**config.mk**
```make
export PLATFORM = sky130hd
export DESIGN_NAME = owned_lock_fifo_handoff_unit
export DESIGN_NICKNAME = d
export VERILOG_FILES = /design/src/rtl/olfh_pkg.sv /design/src/rtl/olfh_wait_mem.sv /design/src/rtl/owned_lock_fifo_handoff_unit.sv
export SDC_FILE = /design/constraint.sdc
export NUM_CORES = 1
export LEC_CHECK = 0
export ABC_AREA = 0
export BUFFER_PORTS_ARGS = -buffer_cell sky130_fd_sc_hd__buf_2
export CAP_MARGIN = 5
export CORE_MARGIN = 4
export CORE_UTILIZATION = 40
export DETAILED_ROUTE_END_ITERATION = 16
export PLACE_DENSITY = 0.57
export SLEW_MARGIN = 20
export SYNTH_ARGS = -nofsm -noshare
export SYNTH_HDL_FRONTEND = slang
export SYNTH_SLANG_ARGS = --single-unit
```
**constraint.sdc**
```tcl
create_clock -name clk -period 2.4 [get_ports clk]
set_clock_uncertainty 0.1 [all_clocks]
set_input_delay 0.12 -clock clk [delete_from_list [all_inputs] [get_ports clk]]
set_output_delay 0.12 -clock clk [all_outputs]
set_load 0.01 [all_outputs]
```
**src/rtl/olfh_pkg.sv**
```systemverilog
package olfh_pkg;

  // field widths
  localparam int TID_W = 6;
  localparam int ST_W  = 3;
  localparam int WC_W  = 5;

  // thread id space and default waiter queue depth
  localparam int THREAD_COUNT    = 64;
  localparam int QUEUE_DEPTH_DEF = 16;

  // request kinds
  localparam logic REQ_ACQUIRE = 1'b0;
  localparam logic REQ_RELEASE = 1'b1;

  // response status codes
  localparam logic [ST_W-1:0] ST_GRANTED   = 3'd0;
  localparam logic [ST_W-1:0] ST_ALREADY   = 3'd1;
  localparam logic [ST_W-1:0] ST_QUEUED    = 3'd2;
  localparam logic [ST_W-1:0] ST_FREED     = 3'd3;
  localparam logic [ST_W-1:0] ST_HANDOFF   = 3'd4;
  localparam logic [ST_W-1:0] ST_NOT_OWNER = 3'd5;
  localparam logic [ST_W-1:0] ST_FULL      = 3'd6;

  // one lock request
  typedef struct packed {
    logic             req_type;
    logic [TID_W-1:0] thread_id;
  } olfh_req_t;

  // one lock response
  typedef struct packed {
    logic [ST_W-1:0]  status;
    logic [TID_W-1:0] new_owner;
    logic             lock_held;
    logic [WC_W-1:0]  waiter_count;
  } olfh_rsp_t;

  // fold a thread id into the supported thread range
  function automatic logic [TID_W-1:0] tid_wrap(input logic [TID_W-1:0] t);
    logic [TID_W-1:0] r;
    r = TID_W'(t % THREAD_COUNT);
    return r;
  endfunction

endpackage

```
**src/rtl/olfh_wait_mem.sv**
```systemverilog
module olfh_wait_mem #(
  parameter int DEPTH  = olfh_pkg::QUEUE_DEPTH_DEF,
  parameter int ADDR_W = $clog2(DEPTH)
) (
  input  logic                       clk,
  input  logic                       wr_en,
  input  logic [ADDR_W-1:0]          wr_addr,
  input  logic [olfh_pkg::TID_W-1:0] wr_data,
  input  logic                       rd_en,
  input  logic [ADDR_W-1:0]          rd_addr,
  output logic [olfh_pkg::TID_W-1:0] rd_data
);

  logic [olfh_pkg::TID_W-1:0] mem [DEPTH];
  logic [olfh_pkg::TID_W-1:0] rd_data_r;

  // write port
  always_ff @(posedge clk) begin
    if (wr_en) begin
      mem[wr_addr] <= wr_data;
    end
  end

  // registered read port
  always_ff @(posedge clk) begin
    if (rd_en) begin
      rd_data_r <= mem[rd_addr];
    end
  end

  assign rd_data = rd_data_r;

endmodule

```
**src/rtl/owned_lock_fifo_handoff_unit.sv**
```systemverilog
// channel  | ports                  | handshake
// ---------+------------------------+------------------------------------------
// request  | start, busy, in_req    | taken on a clock edge with start && !busy
// response | out_valid, out_rsp     | shown for one cycle, receiver cannot stall
//
// each request has a read step, which reads the oldest waiter from the queue
// memory (registered read port), and a decide step, which decides and updates
// the lock state. the response appears the cycle after the decide step; a new
// request can be taken then. busy is high during the decide cycle only.
// reset (rst_n low, synchronous) frees the lock and empties the waiter queue;
// queue memory contents are not cleared, as entries are read only once written.
module owned_lock_fifo_handoff_unit #(
  parameter int QUEUE_DEPTH = olfh_pkg::QUEUE_DEPTH_DEF
) (
  input  logic                clk,
  input  logic                rst_n,
  input  logic                start,
  output logic                busy,
  input  olfh_pkg::olfh_req_t in_req,
  output logic                out_valid,
  output olfh_pkg::olfh_rsp_t out_rsp
);

  localparam int ADDR_W = $clog2(QUEUE_DEPTH);
  localparam int CNT_W  = $clog2(QUEUE_DEPTH + 1);
  localparam int TID_W  = olfh_pkg::TID_W;

  localparam logic S_IDLE = 1'b0;
  localparam logic S_EXEC = 1'b1;

  logic                 state_r, state_nxt;
  olfh_pkg::olfh_req_t  req_r;
  logic                 lock_free_r, lock_free_nxt;
  logic [TID_W-1:0]     owner_r, owner_nxt;
  logic [ADDR_W-1:0]    head_r, head_nxt;
  logic [ADDR_W-1:0]    tail_r, tail_nxt;
  logic [CNT_W-1:0]     count_r, count_nxt;
  logic                 out_valid_r;
  olfh_pkg::olfh_rsp_t  out_rsp_r, rsp_nxt;

  logic                 accept;
  logic                 mem_wr_en;
  logic [TID_W-1:0]     mem_rd_data;
  logic [TID_W-1:0]     tid;
  logic                 held_by_me;
  logic                 queue_full;

  assign accept = start && (state_r == S_IDLE);
  assign busy   = (state_r == S_EXEC);

  // waiter queue storage
  olfh_wait_mem #(
    .DEPTH  (QUEUE_DEPTH),
    .ADDR_W (ADDR_W)
  ) u_wait_mem (
    .clk     (clk),
    .wr_en   (mem_wr_en),
    .wr_addr (tail_r),
    .wr_data (tid),
    .rd_en   (accept),
    .rd_addr (head_r),
    .rd_data (mem_rd_data)
  );

  // request decode
  assign tid        = olfh_pkg::tid_wrap(req_r.thread_id);
  assign held_by_me = !lock_free_r && (owner_r == tid);
  assign queue_full = (count_r == CNT_W'(QUEUE_DEPTH));

  // lock and queue update
  always_comb begin
    state_nxt     = state_r;
    lock_free_nxt = lock_free_r;
    owner_nxt     = owner_r;
    head_nxt      = head_r;
    tail_nxt      = tail_r;
    count_nxt     = count_r;
    mem_wr_en     = 1'b0;
    rsp_nxt       = '0;
    case (state_r)
      S_IDLE: begin
        if (accept) begin
          state_nxt = S_EXEC;
        end
      end
      S_EXEC: begin
        state_nxt = S_IDLE;
        if (req_r.req_type == olfh_pkg::REQ_ACQUIRE) begin
          if (held_by_me) begin
            rsp_nxt.status = olfh_pkg::ST_ALREADY;
          end else if (lock_free_r) begin
            lock_free_nxt  = 1'b0;
            owner_nxt      = tid;
            rsp_nxt.status = olfh_pkg::ST_GRANTED;
          end else if (queue_full) begin
            rsp_nxt.status = olfh_pkg::ST_FULL;
          end else begin
            mem_wr_en      = 1'b1;
            tail_nxt       = (tail_r == ADDR_W'(QUEUE_DEPTH - 1)) ? '0 : tail_r + 1'b1;
            count_nxt      = count_r + 1'b1;
            rsp_nxt.status = olfh_pkg::ST_QUEUED;
          end
        end else begin
          if (!held_by_me) begin
            rsp_nxt.status = olfh_pkg::ST_NOT_OWNER;
          end else if (count_r != '0) begin
            head_nxt          = (head_r == ADDR_W'(QUEUE_DEPTH - 1)) ? '0 : head_r + 1'b1;
            count_nxt         = count_r - 1'b1;
            owner_nxt         = mem_rd_data;
            rsp_nxt.new_owner = mem_rd_data;
            rsp_nxt.status    = olfh_pkg::ST_HANDOFF;
          end else begin
            lock_free_nxt  = 1'b1;
            owner_nxt      = '0;
            rsp_nxt.status = olfh_pkg::ST_FREED;
          end
        end
        rsp_nxt.lock_held    = !lock_free_nxt;
        rsp_nxt.waiter_count = olfh_pkg::WC_W'(count_nxt);
      end
      default: begin
        state_nxt = S_IDLE;
      end
    endcase
  end

  // control state
  always_ff @(posedge clk) begin
    if (!rst_n) begin
      state_r     <= S_IDLE;
      lock_free_r <= 1'b1;
      owner_r     <= '0;
      head_r      <= '0;
      tail_r      <= '0;
      count_r     <= '0;
      out_valid_r <= 1'b0;
    end else begin
      state_r     <= state_nxt;
      lock_free_r <= lock_free_nxt;
      owner_r     <= owner_nxt;
      head_r      <= head_nxt;
      tail_r      <= tail_nxt;
      count_r     <= count_nxt;
      out_valid_r <= (state_r == S_EXEC);
    end
  end

  // request capture and response payload
  always_ff @(posedge clk) begin
    if (accept) begin
      req_r <= in_req;
    end
    if (state_r == S_EXEC) begin
      out_rsp_r <= rsp_nxt;
    end
  end

  assign out_valid = out_valid_r;
  assign out_rsp   = out_rsp_r;

  // an accepted request is worked on in the next cycle
  a_accept_exec: assert property (@(posedge clk) disable iff (!rst_n)
    (start && !busy) |=> busy)
    else $error("accepted request did not enter decide cycle");

  // every decide cycle yields exactly one response
  a_exec_resp: assert property (@(posedge clk) disable iff (!rst_n)
    busy |=> (out_valid && !busy))
    else $error("decide cycle produced no response");

  // queue never holds more than its depth
  a_count_bound: assert property (@(posedge clk) disable iff (!rst_n)
    (count_r <= CNT_W'(QUEUE_DEPTH)))
    else $error("waiter count above queue depth");

  // a free lock leaves no one waiting
  a_free_empty: assert property (@(posedge clk) disable iff (!rst_n)
    lock_free_r |-> (count_r == '0))
    else $error("waiters queued on a free lock");

  // a handoff keeps the lock held
  a_handoff_held: assert property (@(posedge clk) disable iff (!rst_n)
    (out_valid && (out_rsp.status == olfh_pkg::ST_HANDOFF)) |-> out_rsp.lock_held)
    else $error("handoff reported a free lock");

endmodule
```
==> run metrics <==
NumNets Final=roughly 460; Initial Util=0.409; crit path buf inv count=0; Psw=approximately 1.2 mW; Max Fclk=0.445 GHz; Critical-path top delay cell=a21boi_0; top-area cell type share of the netlist area=0.597; antenna violations before repair=0; htree depth=4; clock buffer count from CTS=17; Clk pin slew, worst setup/hold paths=60 ps; Synth Instances=between 300 and 400; Fill cells=~1,300; WP data arrival=roughly 2300 ps; CP Class=flip-flop to flip-flop; crit end category=flip-flop; post-DP HPWL=between 8000 and 9000 um; Final ANT Viol Nets=0; ys flop type=edfxtp_1; ys async rst share=0; combinational power share=0.036; DR iter-0 viols=approximately 340; unrepaired setup endpoints after global routing=false; vias=3,570; CP max stage delay=~600 ps; synth unique cells=57; CORE AREA=between 15,000 and 20,000 um^2; critical path, cell by cell=xnor2_2 -> and4_2 -> a21boi_0 -> a21oi_1 -> xnor2_1; fin worst setup slack=approximately 150 ps; pwr dens=between 700 and 800 nW/um^2; drt total wl=13,000 um; top cells by instance count after synthesis=124 x edfxtp_1, 30 x mux4_2, 23 x nor2_1; Residual DRC=0; max_slew headroom=0.517; Pins Over Slew Limit=0; Seq/Total Area, Yosys=0.667; Synth Area per Inst=16.1 um^2; most frequent cell after synthesis=edfxtp_1; # diodes=0; fraction of layout cells with a size suffix above 1=0.285; Ports=27; design area=roughly 7400 um^2; die area=roughly 18,000 um^2; worst hold start=start; Clock Latency Late Sink=410 ps; Area Growth Syn to Fin=18.8%; # rows=45; die height=about 130 um; worst-case vdd ir drop=0.633 mV; Hold Vio Cnt, Final=0; clock share of power=0.463; Max-Cap Viols=0; Final setup viols=0; clock sink total=146; Leakage=2.51 nW; syn nets=roughly 410; Worst-Margin Slew=between 700 and 800 ps; Synth Register Bits=~150; CP top delay family=compound AO/OA/AOI/OAI gates; Setup crit start kind=flip-flop; final RePlAce weighted congestion=roughly 0.84; Avg Vias per Cell=between 5 and 6; First-pass DRT Iterations=5; Wirelength per Cell=~20 um; internal power=~4.4 mW; crit path time final=around 2200 ps; global route overflow=0; largest cells by area after synthesis=edfxtp_1 60%, mux4_2 11%, dfxtp_1 7.1%, and3_1 2.2%, ha_1 1.6%; Crit Path Max Fanout=7; multi-input logic area=1930 um^2; Net Sw Frac=0.213; sequential share of power=0.501; Total GRT Usage=0.151; Clock Path Buffers=2; post-synth top area cell=edfxtp_1; largest net degree at the start of global routing=29; dpl cell area=roughly 6700 um^2; number of global-route vias before repair=3,549; crit share post-route=0.936; CTS tree=done; outcome=complete, no violations; crit path from=req_r[1]$_DFFE_PP_; Place WS=92.9 ps; first-pass GRT wire length=slightly above 20,000 um; clk root buf=clkbuf_16; Die X=approximately 130 um; HP Class=primary input to flip-flop; EDFF count, synth=roughly 120; port bufs=26; WP data required=2460 ps; Synthesis Warnings=0; cell area after synthesis=between 6000 and 7000 um^2; FF/Latch Area=between 4000 and 5000 um^2; reg2reg start=req_r[1]$_DFFE_PP_
-- sequential cells by signal (all words and copies together), names as in the netlist --
name	count
busy	1
count_r	5
head_r	4
lock_free_r	1
out_rsp	15
out_valid	1
owner_r	6
req_r	7
tail_r	4
u_wait_mem.mem	96
u_wait_mem.rd_data	6
-- metal layers --
metal | track usage | share of wire
met4 | 0.0370 | 0.0083
met3 | 0.0441 | 0.042
met2 | 0.244 | 0.49
met5 | 0 | 0
met1 | 0.203 | 0.45
-- stage by stage --
stage	power, mW	cells	hold slack, ps	utilization	setup TNS (ps)
6_report	5.59	667	218	0.486	0
5_1_grt	5.77	667	228	0.486	0
4_1_cts	5.63	665	210	0.484	0
3_5_place_dp	3.04	625	198	0.440	0
3_3_place_gp	3.03	625	199	0.440	0
2_1_floorplan	2.96	388	119	-	-324
-- cells by family (layout without fill, tap and decap cells) --
group / count (synthesis) / after routing / share of synthesized area
AOI/OAI and AO/OA: 47 / 47 / 0.0519
xor gates and xnor gates: 10 / 10 / 0.0206
adders and majority gates: 8 / 8 / 0.0160
buffers and inverters: 35 / 103 / 0.0289
DFF: 146 / 146 / 0.667
muxes: 37 / 37 / 0.120
and+or+nand+nor: 105 / 105 / 0.0956
-- timing repair --
| item | CTS | global route |
|---|---|---|
| endpoints found under the setup margin | 0 | 8 |
| gates resized for setup | 0 | 3 |
| endpoints found under the hold margin | 11 | 0 |
| hold buffers | 8 | 0 |
| setup buffers | 0 | 1 |
-- area by class of cell --
cell class	count	area share
clock buffers	18	0.0579
clock inverters	14	0.0211
flip-flops and latches	146	0.561
multi-input cells	207	0.260
well taps	211	0.0356
inverters	12	0.00607
repair buffers	59	0.0575
-- cells in the final DEF (no fill, tap or decap), types with 3 or more instances in the layout --
master / n
buf_2: 26
a311oi_1: 6
nand2_1: 16
dfxtp_1: 21
inv_1: 12
buf_4: 22
inv_6: 3
a31oi_1: 3
and3_1: 22
xnor2_2: 5
a21oi_1: 13
and2_1: 3
xnor2_1: 3
nor2_1: 22
mux4_2: 30
ha_1: 8
edfxtp_1: 124
clkinvlp_4: 5
nor3_1: 7
nand3_1: 11
o21ai_0: 7
dlygate4sd3_1: 8
nor2b_1: 3
mux2i_1: 5
clkbuf_16: 17
-- power by group through the flow --
stage	combinational [mW]	clock [mW]	sequential, mW
4_1_cts	0.195	2.64	2.80
6_report	0.199	2.59	2.80
5_1_grt	0.216	2.75	2.80
2_1_floorplan	0.0898	0	2.87
3_5_place_dp	0.185	0	2.85
3_3_place_gp	0.181	0	2.85
-- worst register-to-register path, stage by stage, from the launching register on --
cell      delay, ps
edfxtp_1        430
xnor2_2         200
and4_2          300
a21boi_0        610
a21oi_1         190
xnor2_1         170
-- worst paths after layout --
path,to,slack [ps],cells after the start
max,out_rsp[0]$_DFFE_PP_,150,5
min,req_r[6]$_DFFE_PP_,220,3
max reg2reg,out_rsp[0]$_DFFE_PP_,150,5
min reg2reg,count_r[1]$_SDFFE_PN0P_,430,2
(Power assumes the default switching activity.)
